[config.mk]
export PLATFORM = sky130hd
export DESIGN_NAME = serial_gpio_command_interpreter_top
export DESIGN_NICKNAME = d
export VERILOG_FILES = /design/src/sv/sgci_pkg.sv /design/src/sv/sgci_decode.sv /design/src/sv/serial_gpio_command_interpreter_top.sv
export SDC_FILE = /design/constraint.sdc
export NUM_CORES = 1
export LEC_CHECK = 0
export BUFFER_PORTS_ARGS = -buffer_cell sky130_fd_sc_hd__buf_2
export CORE_UTILIZATION = 40
export CTS_CLUSTER_SIZE = 40
export DETAILED_ROUTE_END_ITERATION = 7
export HOLD_SLACK_MARGIN = 0.06
export PLACE_DENSITY = 0.62
export SYNTH_ARGS = -nofsm -noshare
export SYNTH_HDL_FRONTEND = slang
export SYNTH_SLANG_ARGS = --single-unit
export TNS_END_PERCENT = 10
[constraint.sdc]
create_clock -name i_clk -period 3.7 [get_ports i_clk]
set_input_delay 0.74 -clock i_clk [delete_from_list [all_inputs] [get_ports i_clk]]
set_output_delay 0.74 -clock i_clk [all_outputs]
set_load 0.005 [all_outputs]
[src/sv/sgci_pkg.sv]
`default_nettype none
// ----------------------------------------------------------------------------
// Serial GPIO command interpreter package
// Shared types, character codes and hex helpers for the interpreter.
// ----------------------------------------------------------------------------
package sgci_pkg;

    // Width of every pin bank field
    localparam int PIN_W = 28;

    // Command and response characters
    localparam logic [7:0] CH_CR    = 8'h0D;
    localparam logic [7:0] CH_LF    = 8'h0A;
    localparam logic [7:0] CH_TILDE = 8'h7E;
    localparam logic [7:0] CH_UR    = 8'h52;  // 'R'
    localparam logic [7:0] CH_UV    = 8'h56;  // 'V'
    localparam logic [7:0] CH_QUERY = 8'h3F;  // '?'
    localparam logic [7:0] CH_LA    = 8'h61;  // 'a'
    localparam logic [7:0] CH_LF_HX = 8'h66;  // 'f'
    localparam logic [7:0] CH_UA    = 8'h41;  // 'A'
    localparam logic [7:0] CH_UF    = 8'h46;  // 'F'
    localparam logic [7:0] CH_D0    = 8'h30;  // '0'
    localparam logic [7:0] CH_D1    = 8'h31;  // '1'
    localparam logic [7:0] CH_D9    = 8'h39;  // '9'
    localparam logic [7:0] CH_UI    = 8'h49;  // 'I'
    localparam logic [7:0] CH_UO    = 8'h4F;  // 'O'
    localparam logic [7:0] CH_UU    = 8'h55;  // 'U'
    localparam logic [7:0] CH_UD    = 8'h44;  // 'D'
    localparam logic [7:0] CH_UN    = 8'h4E;  // 'N'
    localparam logic [7:0] CH_UK    = 8'h4B;  // 'K'
    localparam logic [3:0] NIB_MASK = 4'hF;

    // Parser phase, one-hot
    typedef enum logic [2:0] {
        PH_IDLE = 3'b001,
        PH_HIGH = 3'b010,
        PH_LOW  = 3'b100
    } t_phase;

    typedef struct packed {
        logic [7:0]       rx_byte;
        logic [PIN_W-1:0] pin_levels;
        logic [7:0]       spi_rx_byte;
    } t_in;

    typedef struct packed {
        logic             tx_valid;
        logic [7:0]       tx_byte;
        logic             last;
        logic [PIN_W-1:0] pin_dir;
        logic [PIN_W-1:0] pin_out;
        logic [PIN_W-1:0] pull_up_en;
        logic [PIN_W-1:0] pull_down_en;
        logic             spi_enabled;
        logic             spi_strobe;
        logic [7:0]       spi_tx_byte;
    } t_out;

    // Interpreter state
    typedef struct packed {
        t_phase           phase;
        logic [4:0]       cur_pin;
        logic [3:0]       high_nibble;
        logic [PIN_W-1:0] dir_bits;
        logic [PIN_W-1:0] level_bits;
        logic [PIN_W-1:0] pullup_bits;
        logic [PIN_W-1:0] pulldown_bits;
        logic             spi_on;
    } t_state;

    // Response of one command byte: up to four characters
    typedef struct packed {
        logic            has_tx;
        logic [1:0]      last_idx;
        logic [3:0][7:0] chars;
        logic            strobe;
        logic [7:0]      stx;
    } t_resp;

    function automatic logic [3:0] hex_value(input logic [7:0] c);
        logic [3:0] v;
        v = 4'd0;
        if (c >= CH_D0 && c <= CH_D9) begin
            v = 4'(c - CH_D0);
        end else if (c >= CH_UA && c <= CH_UF) begin
            v = 4'(c - CH_UA + 8'd10);
        end else if (c >= CH_LA && c <= CH_LF_HX) begin
            v = 4'(c - CH_LA + 8'd10);
        end
        return v;
    endfunction

    function automatic logic [7:0] hex_char(input logic [3:0] v);
        logic [7:0] r;
        if (v >= 4'd10) begin
            r = CH_UA + {4'd0, v} - 8'd10;
        end else begin
            r = CH_D0 + {4'd0, v};
        end
        return r;
    endfunction

endpackage
`default_nettype wire

[src/sv/sgci_decode.sv]
`default_nettype none
// ----------------------------------------------------------------------------
// Serial GPIO command decoder
// Computes the next interpreter state and the response of one command byte.
// ----------------------------------------------------------------------------
module sgci_decode #(
    parameter int NUM_PINS = 28
) (
    input  wire sgci_pkg::t_state                   i_st,
    input  wire logic [7:0]                         i_c,
    input  wire logic [sgci_pkg::PIN_W-1:0]         i_levels,
    input  wire logic [7:0]                         i_srx,
    output sgci_pkg::t_state                        o_st,
    output sgci_pkg::t_resp                         o_resp
);

    localparam logic [8:0] LETTER_END = 9'(sgci_pkg::CH_LA) + 9'(NUM_PINS);
    localparam logic [5:0] BANK_SIZE  = 6'(NUM_PINS);

    logic [sgci_pkg::PIN_W-1:0] pin_mask;
    logic                       is_letter;
    logic                       is_pin_cmd;
    logic [5:0]                 pin_inc;
    logic [4:0]                 pin_next;

    // Pins at or above the field width select nothing
    assign pin_mask  = {{(sgci_pkg::PIN_W-1){1'b0}}, 1'b1} << i_st.cur_pin;
    assign is_letter = (i_c >= sgci_pkg::CH_LA) && ({1'b0, i_c} < LETTER_END);
    assign is_pin_cmd = (i_c == sgci_pkg::CH_D0) || (i_c == sgci_pkg::CH_D1)
                     || (i_c == sgci_pkg::CH_UI) || (i_c == sgci_pkg::CH_UO)
                     || (i_c == sgci_pkg::CH_QUERY) || (i_c == sgci_pkg::CH_UU)
                     || (i_c == sgci_pkg::CH_UD) || (i_c == sgci_pkg::CH_UN);
    assign pin_inc  = {1'b0, i_st.cur_pin} + 6'd1;
    assign pin_next = (pin_inc >= BANK_SIZE) ? 5'd0 : pin_inc[4:0];

    always_comb begin
        o_st            = i_st;
        o_resp.has_tx   = 1'b0;
        o_resp.last_idx = 2'd0;
        o_resp.chars    = '0;
        o_resp.strobe   = 1'b0;
        o_resp.stx      = 8'd0;
        priority if (i_c == sgci_pkg::CH_CR || i_c == sgci_pkg::CH_LF) begin
            // drop line endings in every phase
            o_st = i_st;
        end else if (i_c == sgci_pkg::CH_UV) begin
            o_st.phase = sgci_pkg::PH_IDLE;
        end else if (i_c == sgci_pkg::CH_UR) begin
            o_st.cur_pin       = 5'd0;
            o_st.dir_bits      = '0;
            o_st.pullup_bits   = '0;
            o_st.pulldown_bits = '0;
            o_st.spi_on        = 1'b0;
            o_st.phase         = sgci_pkg::PH_IDLE;
            o_resp.has_tx      = 1'b1;
            o_resp.last_idx    = 2'd1;
            o_resp.chars[0]    = sgci_pkg::CH_UO;
            o_resp.chars[1]    = sgci_pkg::CH_UK;
        end else if (i_st.phase == sgci_pkg::PH_HIGH) begin
            o_st.high_nibble = sgci_pkg::hex_value(i_c);
            o_st.phase       = sgci_pkg::PH_LOW;
        end else if (i_st.phase == sgci_pkg::PH_LOW) begin
            o_resp.stx      = {i_st.high_nibble & sgci_pkg::NIB_MASK,
                               sgci_pkg::hex_value(i_c)};
            o_resp.strobe   = 1'b1;
            o_st.spi_on     = 1'b1;
            o_resp.has_tx   = 1'b1;
            o_resp.last_idx = 2'd1;
            o_resp.chars[0] = sgci_pkg::hex_char(i_srx[7:4]);
            o_resp.chars[1] = sgci_pkg::hex_char(i_srx[3:0]);
            o_st.phase      = sgci_pkg::PH_IDLE;
        end else begin
            o_st.phase = sgci_pkg::PH_IDLE;
            if (is_letter) begin
                o_st.cur_pin = 5'(i_c - sgci_pkg::CH_LA);
            end else if (is_pin_cmd) begin
                unique case (i_c)
                    sgci_pkg::CH_UI: begin
                        o_st.dir_bits      = i_st.dir_bits & ~pin_mask;
                        o_st.pullup_bits   = i_st.pullup_bits & ~pin_mask;
                        o_st.pulldown_bits = i_st.pulldown_bits & ~pin_mask;
                    end
                    sgci_pkg::CH_UO: o_st.dir_bits   = i_st.dir_bits | pin_mask;
                    sgci_pkg::CH_D0: o_st.level_bits = i_st.level_bits & ~pin_mask;
                    sgci_pkg::CH_D1: o_st.level_bits = i_st.level_bits | pin_mask;
                    sgci_pkg::CH_UU: begin
                        o_st.pullup_bits   = i_st.pullup_bits | pin_mask;
                        o_st.pulldown_bits = i_st.pulldown_bits & ~pin_mask;
                    end
                    sgci_pkg::CH_UD: begin
                        o_st.pulldown_bits = i_st.pulldown_bits | pin_mask;
                        o_st.pullup_bits   = i_st.pullup_bits & ~pin_mask;
                    end
                    sgci_pkg::CH_UN: begin
                        o_st.pullup_bits   = i_st.pullup_bits & ~pin_mask;
                        o_st.pulldown_bits = i_st.pulldown_bits & ~pin_mask;
                    end
                    sgci_pkg::CH_QUERY: begin
                        o_resp.has_tx   = 1'b1;
                        o_resp.last_idx = 2'd3;
                        o_resp.chars[0] = sgci_pkg::CH_LA + {3'd0, i_st.cur_pin};
                        o_resp.chars[1] = (|(i_levels & pin_mask)) ?
                                          sgci_pkg::CH_D1 : sgci_pkg::CH_D0;
                        o_resp.chars[2] = sgci_pkg::CH_CR;
                        o_resp.chars[3] = sgci_pkg::CH_LF;
                    end
                    default: o_st.cur_pin = i_st.cur_pin;
                endcase
                o_st.cur_pin = pin_next;
            end else if (i_c == sgci_pkg::CH_TILDE) begin
                o_st.phase = sgci_pkg::PH_HIGH;
            end
        end
    end

endmodule
`default_nettype wire

[src/sv/serial_gpio_command_interpreter_top.sv]
`default_nettype none
// ----------------------------------------------------------------------------
// Serial GPIO command interpreter
// Decodes ASCII command bytes into pin bank settings, SPI byte transfers and
// ASCII responses.
// ----------------------------------------------------------------------------
// Each command byte is decoded in the cycle it is accepted: the pin bank,
// the latched pin and the parser phase update at that edge, and the
// response characters go into a result register. A byte produces one to four
// result transactions (four for '?', two for 'R' and for a finished '~'
// transfer, one with tx_valid low otherwise), one per cycle while the
// downstream side does not stall. The next command byte is taken in the same
// cycle as the final result transaction of the previous byte, so a byte
// occupies the block until its final result transaction is taken. Every
// result transaction carries the pin bank state after its command byte.
// The SPI strobe and the transmitted SPI byte appear on the first result
// transaction of the byte that completes a '~' sequence; spi_rx_byte is
// sampled from that same input transaction.
// ----------------------------------------------------------------------------
module serial_gpio_command_interpreter_top #(
    parameter int NUM_PINS = 28
) (
    input  wire logic           i_clk,
    input  wire logic           i_rst_n,
    input  wire logic           i_in_valid,
    output logic                o_in_stall,
    input  wire sgci_pkg::t_in  i_in_data,
    output logic                o_out_valid,
    input  wire logic           i_out_stall,
    output sgci_pkg::t_out      o_out_data
);

    sgci_pkg::t_state r_state;
    sgci_pkg::t_state n_state;
    sgci_pkg::t_resp  r_resp;
    sgci_pkg::t_resp  n_resp;
    logic             r_busy;
    logic [1:0]       r_idx;

    logic in_take;
    logic out_take;
    logic out_last;

    // Decode the incoming byte against the current state
    sgci_decode #(
        .NUM_PINS (NUM_PINS)
    ) u_decode (
        .i_st     (r_state),
        .i_c      (i_in_data.rx_byte),
        .i_levels (i_in_data.pin_levels),
        .i_srx    (i_in_data.spi_rx_byte),
        .o_st     (n_state),
        .o_resp   (n_resp)
    );

    assign out_last   = (r_idx == r_resp.last_idx);
    assign out_take   = r_busy && !i_out_stall;
    // Hold the input until the final result transaction leaves
    assign o_in_stall = r_busy && !(out_take && out_last);
    assign in_take    = i_in_valid && !o_in_stall;

    // Interpreter state: advance on each accepted byte
    always_ff @(posedge i_clk) begin
        if (!i_rst_n) begin
            r_state.phase         <= sgci_pkg::PH_IDLE;
            r_state.cur_pin       <= 5'd0;
            r_state.high_nibble   <= 4'd0;
            r_state.dir_bits      <= '0;
            r_state.level_bits    <= '0;
            r_state.pullup_bits   <= '0;
            r_state.pulldown_bits <= '0;
            r_state.spi_on        <= 1'b0;
        end else if (in_take) begin
            r_state <= n_state;
        end
    end

    // Result sequencer: step through the response characters
    always_ff @(posedge i_clk) begin
        if (!i_rst_n) begin
            r_busy <= 1'b0;
            r_idx  <= 2'd0;
        end else if (in_take) begin
            r_busy <= 1'b1;
            r_idx  <= 2'd0;
        end else if (out_take) begin
            if (out_last) begin
                r_busy <= 1'b0;
            end else begin
                r_idx <= r_idx + 2'd1;
            end
        end
    end

    // Response payload, loaded with each accepted byte
    always_ff @(posedge i_clk) begin
        if (in_take) begin
            r_resp <= n_resp;
        end
    end

    assign o_out_valid = r_busy;

    always_comb begin
        o_out_data.tx_valid     = r_resp.has_tx;
        o_out_data.tx_byte      = r_resp.has_tx ? r_resp.chars[r_idx] : 8'd0;
        o_out_data.last         = out_last;
        o_out_data.pin_dir      = r_state.dir_bits;
        o_out_data.pin_out      = r_state.level_bits;
        o_out_data.pull_up_en   = r_state.pullup_bits;
        o_out_data.pull_down_en = r_state.pulldown_bits;
        o_out_data.spi_enabled  = r_state.spi_on;
        o_out_data.spi_strobe   = r_resp.strobe && (r_idx == 2'd0);
        o_out_data.spi_tx_byte  = (r_resp.strobe && (r_idx == 2'd0)) ? r_resp.stx : 8'd0;
    end

`ifndef SYNTHESIS
    a_idx_in_range: assert property (@(posedge i_clk) disable iff (!i_rst_n)
        r_busy |-> (r_idx <= r_resp.last_idx))
        else $error("result index beyond response length");

    a_silent_is_last: assert property (@(posedge i_clk) disable iff (!i_rst_n)
        (o_out_valid && !o_out_data.tx_valid) |-> o_out_data.last)
        else $error("silent result transaction not marked last");

    a_no_overrun: assert property (@(posedge i_clk) disable iff (!i_rst_n)
        (o_out_valid && !o_out_data.last) |-> o_in_stall)
        else $error("input accepted while response pending");

    a_pin_in_bank: assert property (@(posedge i_clk) disable iff (!i_rst_n)
        in_take |=> (o_out_valid && ({1'b0, r_state.cur_pin} < 6'(NUM_PINS))))
        else $error("latched pin outside bank or result missing");
`endif

endmodule
`default_nettype wire

==> flow_metrics.env, run 1 <==
export IMPL_initial_core_util_pct=41.1
export IMPL_dp_hpwl_um=17700
export IMPL_synth_xor_area_share_pct=1.00
export IMPL_crit_path_max_fanout=28
export IMPL_final_nets=1118
export IMPL_slowest_stage="and2_1"
export IMPL_core_region_area_um2=21200
export IMPL_cts_htree_levels=4
export IMPL_switching_share_pct=25.9
export IMPL_viasPerCell=5.56
export IMPL_synth_edf_count=26
export IMPL_rsz0062_at_grt="false"
export IMPL_clock_latency_ns=0.44
export IMPL_tritoncts="done"
export IMPL_synthesis_area_um2=8720
export IMPL_gp_congestion=0.903
export IMPL_total_power_mw=3.73
export IMPL_fp_dieH_um=150
export IMPL_irDropWorstVdd_mv=0.274
export IMPL_ys_seq_elements=154
export IMPL_max_clock_freq_ghz=0.345
export IMPL_final_hold_viol_count=0
export IMPL_p_comb_share_pct=7.0
export IMPL_grt_pass1_wl_um=38100
export IMPL_antenna_found_initial=1
export IMPL_cts_sinks=154
export IMPL_critPathMaxStageDelay_ns=0.95
export IMPL_remaining_drc_errors=0
export IMPL_slew_headroom_pct=24.2
export IMPL_p_sw_mw=0.964
export IMPL_cp_end_kind="register"
export IMPL_cp_required_ns=4.05
export IMPL_power_share_clock_pct=46.5
export IMPL_avgSynthCellArea_um2=8.59
export IMPL_postCtsSetupBuffers=0
export IMPL_cts_resized=0
export IMPL_ant_nets=0
export IMPL_ioPinCount=182
export IMPL_path_cells="buf_2 -> inv_1 -> ha_1 -> nand2_1 -> nor4_2 -> nor2_4 -> and2_1 -> a21oi_1 -> o22ai_1"
export IMPL_cts_path_max_buffers=2
export IMPL_finalSetupViolations=0
export IMPL_drv_slew=0
export IMPL_synth_simple_gate_area_share_pct=16.5
export IMPL_grt_pass1_vias=6850
export IMPL_synthAdderAreaFrac_pct=2.44
export IMPL_synth_mux_area_share_pct=1.45
export IMPL_area_growth_pct=10.1
export IMPL_pwr_share_seq_pct=46.5
export IMPL_worstMarginPinSlew_ns=1.13
export IMPL_ff2ff_setup_slack_ns=1.07
export IMPL_wl_um=24800
export IMPL_initialDrtViolationCount=577
export IMPL_power_density_nw_per_um2=388
export IMPL_tns_ns=0
export IMPL_ys_seq_area_share_pct=38.3
export IMPL_drtPass1Iterations=5
export IMPL_numCtsBuffers=17
export IMPL_clk_pin_slew_ns=0.07
export IMPL_dieArea_um2=22400
export IMPL_synth_async_sr_flop_share_pct=0
export IMPL_overflow=0
export IMPL_avgRoutedWirePerCell_um=18.5
export IMPL_startpoint_type="primary input"
export IMPL_ctsHoldBuffers=0
export IMPL_min_path_type="register to register"
export IMPL_synth_top_family_by_area="compound AO/OA/AOI/OAI gates"
export IMPL_cap_violations=0
export IMPL_synthCells=1015
export IMPL_synth_warnings=0
export IMPL_worst_setup_path_type="primary input to register"
export IMPL_fin_skew_ns=0.00982
export IMPL_ys_types=71
export IMPL_status="finished, final reports clean"
export IMPL_fin_crit_ns=2.90
export IMPL_grt_usage_pct=22.2
export IMPL_postSynthNetCount=1080
export IMPL_crit_arrival_ns=3.25
export IMPL_layout_worst_path_cycle_share_pct=78.4
export IMPL_drive_gt1_share_pct=26.5
export IMPL_port_buffers=181
export IMPL_cts_root_buf="clkbuf_16"
export IMPL_die_w_um=150
export IMPL_vias=7472
export IMPL_power_internal_mw=2.76
export IMPL_synth_compound_area_share_pct=25.8
export IMPL_grt_max_degree=73
export IMPL_synth_ff_type="dfxtp_1"
export IMPL_rows=53
export IMPL_power_leakage_nw=3.87
logic make-up (layout without fill, tap and decap cells):
family	after synthesis	count (layout)
buffers and inverters	211	262
AND/OR/NAND/NOR	299	299
AO/OA/AOI/OAI	312	312
multiplexers	12	12
flip-flops	154	154
other	0	2
XOR/XNOR	10	10
adder cells (fa/ha/maj)	17	17
through the flow:
stage / cells / instance area, µm² / setup WS [ns] / hold slack, ns / util (%)
global placement: 1309 / 9010 / 0.403 / 0.446 / 42.5
global route: 1342 / 9600 / 0.551 / 0.479 / 45.2
detailed placement: 1309 / 9010 / 0.376 / 0.448 / 42.5
CTS: 1341 / 9600 / 0.813 / 0.458 / 45.2
floorplan: 1015 / 8720 / 0.616 / 0.436 / -
finish: 1343 / 9600 / 0.801 / 0.457 / 45.2
power by group through the flow:
stage          logic, mW  clock network, mW  registers, mW
2_1_floorplan      0.159                  0           1.77
3_3_place_gp       0.257                  0           1.77
3_5_place_dp       0.258                  0           1.77
4_1_cts            0.260               1.77           1.73
5_1_grt            0.288               1.84           1.73
6_report           0.261               1.73           1.73
placed cells by master (no fill, tap or decap), types with 4 or more instances in the layout:
| cell | Yosys | layout |
|---|---|---|
| a31oi_1 | 6 | 6 |
| buf_4 | 116 | 23 |
| o21ai_0 | 24 | 24 |
| inv_6 | 0 | 4 |
| mux2_2 | 5 | 5 |
| xor2_1 | 5 | 5 |
| clkbuf_16 | 0 | 17 |
| inv_1 | 25 | 25 |
| and2_1 | 8 | 8 |
| buf_2 | 9 | 180 |
| o211ai_1 | 36 | 36 |
| and3_1 | 13 | 13 |
| o31ai_1 | 34 | 34 |
| a21o_1 | 5 | 5 |
| nand2b_1 | 9 | 9 |
| nor2_1 | 47 | 46 |
| edfxtp_1 | 26 | 26 |
| a21oi_1 | 78 | 78 |
| nor2b_1 | 18 | 18 |
| ha_1 | 17 | 17 |
| o32ai_1 | 10 | 10 |
| nor3_1 | 15 | 15 |
| a22oi_1 | 5 | 5 |
| nand3_1 | 28 | 28 |
| a21oi_2 | 8 | 8 |
| o22ai_1 | 57 | 57 |
| xnor2_1 | 5 | 5 |
| nand2_1 | 130 | 129 |
| o32ai_2 | 20 | 20 |
| mux2i_1 | 7 | 7 |
| dfxtp_1 | 128 | 128 |
worst paths after layout:
| kind | start | to | cells past startpoint |
|---|---|---|---|
| setup / recovery | i_in_data[36] | o_out_data[121] | 9 |
| hold / removal | o_out_data[27] | o_out_data[27] | 2 |
| setup reg to reg | r_state[121] | r_resp[17] | 6 |
| hold reg to reg | o_out_data[27] | o_out_data[27] | 2 |
Yosys cell counts (3+ instances only):
cell,n,area [µm²]
nor3_1,15,75.1
mux2i_1,7,70.1
o22a_1,3,26.3
clkbuf_1,46,173
inv_1,25,93.8
nor3b_1,3,22.5
a22oi_1,5,37.5
o22ai_1,57,357
buf_4,116,871
buf_1,10,37.5
a21o_1,5,37.5
buf_2,9,45.0
nand3b_1,3,22.5
ha_1,17,213
xnor2_1,5,43.8
o32ai_2,20,325
and2_1,8,50.1
or3_1,3,18.8
dfxtp_1,128,2560
o32ai_1,10,87.6
o211ai_1,36,270
and3_1,13,81.3
nand4_1,3,18.8
nand2_1,130,488
nor2_1,47,176
xor2_1,5,43.8
o31ai_1,34,255
nand2b_1,9,56.3
nand3_1,28,140
a31oi_1,6,37.5
or4_1,3,22.5
a21oi_2,8,70.1
buf_6,3,33.8
nor2b_1,18,113
edfxtp_1,26,781
a21oi_1,78,390
mux2_2,5,56.3
o21ai_0,24,120
cell type report:
cell class / count / area (µm²)
timing repair buffer: 204 / 1090
sequential: 154 / 3340
antenna: 2 / 5.00
clock inverter: 15 / 160
multi-input combinational: 650 / 4130
tap: 275 / 344
clock buffer: 17 / 425
inverter: 26 / 97.6
fill: 2142 / 11600
per-layer routing:
layer	part of all wire (%)	wire (µm)	vias to the layer above	track usage, %
li1	-	-	3664	-
met1	47	11600	3519	31.2
met2	45	11100	267	33.1
met3	7.0	1730	22	5.34
met4	1.6	386	0	7.07
met5	0	0	-	0
worst max-delay path, delay by kind of cell:
family | cells | cell delay, ns
AND/OR/NAND/NOR | 4 | 1.62
adder cells (fa/ha/maj) | 1 | 0.26
buffers and inverters | 2 | 0.28
AO/OA/AOI/OAI | 2 | 0.32
Note: power is estimated with default switching activity, not from simulation.
==> run 2, diff against run 1 <==
Settings changed: ABC_AREA set to 1, PLACE_DENSITY 0.62 to 0.64.
Clock period 3.7 ns to 2.35 ns, I/O delays scaled along.
==> flow_metrics.env, run 2 <==
export IMPL_slowest_stage="dfxtp_2"
export IMPL_worst_path_stages=11
export IMPL_cp_required_ns=2.54
export IMPL_dp_hpwl_um=22800
export IMPL_ys_top_cells_by_count="450 x nand2_1, 309 x nor2_1, 152 x inv_1"
export IMPL_yosysMostFrequentCell="nand2_1"
export IMPL_multi_input_area_um2=4960
export IMPL_dieArea_um2=26100
export IMPL_clk_pin_slew_ns=0.06
export IMPL_grt_pass1_wl_um=48500
export IMPL_post_dp_cell_area_um2=11100
export IMPL_area_growth_pct=14.5
export IMPL_critPathMaxStageDelay_ns=0.36
export IMPL_reg2regPathDepth=11
export IMPL_core_region_area_um2=25100
export IMPL_layout_commonest_cell="nand2_1"
export IMPL_path_buf_inv=2
export IMPL_drive_gt1_share_pct=20.5
export IMPL_power_leakage_nw=5.87
export IMPL_layout_worst_path_cycle_share_pct=95.2
export IMPL_path_cells="ha_1 -> ha_1 -> inv_1 -> nor2_1 -> buf_4 -> nand2_1 -> nand4_1 -> nor3_1 -> nand3_1 -> nand2_1 -> nor2_1"
export IMPL_p_comb_share_pct=10.3
export IMPL_synth_ff_type="dfxtp_1"
export IMPL_cap_violations=0
export IMPL_synth_area_leader_cell="dfxtp_1"
export IMPL_fillers=2630
export IMPL_final_cell_count_no_fill=2075
export IMPL_gp_congestion=0.892
export IMPL_irDropWorstVdd_mv=0.369
export IMPL_drv_slew=0
export IMPL_initialDrtViolationCount=795
export IMPL_cts_htree_levels=4
export IMPL_stdcell_area_um2=11700
export IMPL_remaining_drc_errors=0
export IMPL_p_sw_mw=1.72
export IMPL_crit_path_max_fanout=6
export IMPL_postCtsSetupBuffers=0
export IMPL_synth_async_sr_flop_share_pct=0
export IMPL_synth_warnings=0
export IMPL_rsz0062_at_grt="false"
export IMPL_vias=10000
export IMPL_numCtsBuffers=17
export IMPL_tritoncts="done"
export IMPL_viasPerCell=4.82
export IMPL_ioPinCount=182
export IMPL_grt_pass1_vias=8872
export IMPL_synthCells=1625
export IMPL_final_nets=1796
export IMPL_power_internal_mw=4.45
export IMPL_total_power_mw=6.18
export IMPL_power_density_nw_per_um2=529
export IMPL_pwr_share_seq_pct=44.6
export IMPL_switching_share_pct=27.9
export IMPL_holdWs_ns=0.370
export IMPL_synth_edf_count=26
export IMPL_post_route_util_pct=46.5
export IMPL_synthesis_area_um2=10200
export IMPL_startpoint_type="register"
export IMPL_finalSetupViolations=0
export IMPL_critical_path_top_delay_family="simple AND/OR/NAND/NOR gates"
export IMPL_ant_nets=0
export IMPL_synthTopCellsByArea="dfxtp_1 25%, nand2_1 17%, nor2_1 11%"
export IMPL_overflow=0
export IMPL_ys_types=40
export IMPL_grt_max_degree=71
export IMPL_placed_cells=2042
export IMPL_fin_crit_ns=2.24
export IMPL_cts_sinks=154
export IMPL_port_buffers=181
export IMPL_min_path_type="primary input to register"
export IMPL_cts_path_max_buffers=2
export IMPL_postSynthNetCount=1690
export IMPL_wl_um=31100
export IMPL_ys_seq_elements=154
export IMPL_clock_latency_ns=0.44
export IMPL_fin_skew_ns=0.0156
export IMPL_fp_dieH_um=162
export IMPL_final_hold_viol_count=0
export IMPL_mostFrequentLayoutCells="450 x nand2_1, 308 x nor2_1, 180 x buf_2"
export IMPL_rows=58
export IMPL_crit_arrival_ns=2.43
export IMPL_initial_core_util_pct=40.6
export IMPL_synth_top_area_share_pct=25.1
export IMPL_worstMarginPinSlew_ns=0.530
export IMPL_cts_root_buf="clkbuf_16"
export IMPL_regArea_um2=3340
export IMPL_antenna_found_initial=1
export IMPL_avgRoutedWirePerCell_um=15.0
export IMPL_holdPathStages=4
export IMPL_status="finished, final reports clean"
export IMPL_grt_usage_pct=23.8
export IMPL_ys_seq_area_share_pct=32.8
export IMPL_worst_setup_path_type="register to register"
export IMPL_power_share_clock_pct=45.1
export IMPL_cp_end_kind="register"
export IMPL_die_w_um=162
export IMPL_slew_headroom_pct=64.5
export IMPL_avgSynthCellArea_um2=6.27
export IMPL_drtPass1Iterations=7
export IMPL_max_clock_freq_ghz=0.447
==> run 2: layer usage <==
metal / part of all wire [%] / track usage (%)
met1: 48 / 34.0
met2: 43 / 36.8
met3: 7.0 / 3.65
met4: 2.1 / 7.72
met5: 0 / 0
==> run 2: area by class of cell <==
cell class,instances,share of cell area [%]
Clock buffer,17,3.64
Antenna cell,1,0.0214
Clock inverter,15,1.33
Sequential cell,154,28.7
Timing Repair Buffer,268,14.6
Inverter,178,5.72
Tap cell,330,3.54
Multi-Input combinational cell,1112,42.5
==> run 2: cells by family after synthesis <==
| group | synth area share, % |
|---|---|
| AO/OA/AOI/OAI | 8.71 |
| multiplexers | 0.0982 |
| AND/OR/NAND/NOR | 37.1 |
| buffers and inverters | 18.7 |
| flip-flops | 32.8 |
| XOR/XNOR | 0.515 |
| adder cells (fa/ha/maj) | 2.09 |
==> run 2: per-stage QoR <==
stage	TNS, ns	setup slack [ns]
after floorplan	0	0.169
after global placement	-21.29	-0.254
after detailed placement	-16.71	-0.214
after CTS	0	0.0622
after global routing	0	0.0271
final	0	0.112
==> run 2: power by group through the flow <==
stage / Combinational [mW] / Sequential [mW] / Clock [mW]
2_1_floorplan: 0.388 / 2.80 / 0
3_3_place_gp: 0.624 / 2.81 / 0
3_5_place_dp: 0.626 / 2.81 / 0
4_1_cts: 0.629 / 2.75 / 2.82
5_1_grt: 0.704 / 2.75 / 2.93
6_report: 0.636 / 2.75 / 2.79
==> run 2: tightest hold or removal path, delay by kind of cell <==
kind | cells | cell delay (ns)
simple gates | 2 | 0.11
compound gates | 1 | 0.05
buf+inv | 1 | 0.12
==> run 2: worst paths after layout <==
| kind | startpoint | endpoint | slack [ns] |
|---|---|---|---|
| max | r_state[117] | r_resp[17] | 0.11 |
| min | i_out_stall | r_idx[0] | 0.37 |
| max reg2reg | r_state[117] | r_resp[17] | 0.11 |
| min reg2reg | r_state[124] | r_state[124] | 0.47 |
==> run 2: timing repair <==
| item | CTS | global route |
|---|---|---|
| hold endpoints to repair | 0 | 0 |
| resized for setup | 0 | 2 |
| hold buffers | 0 | 0 |
| setup endpoints to repair | 0 | 5 |
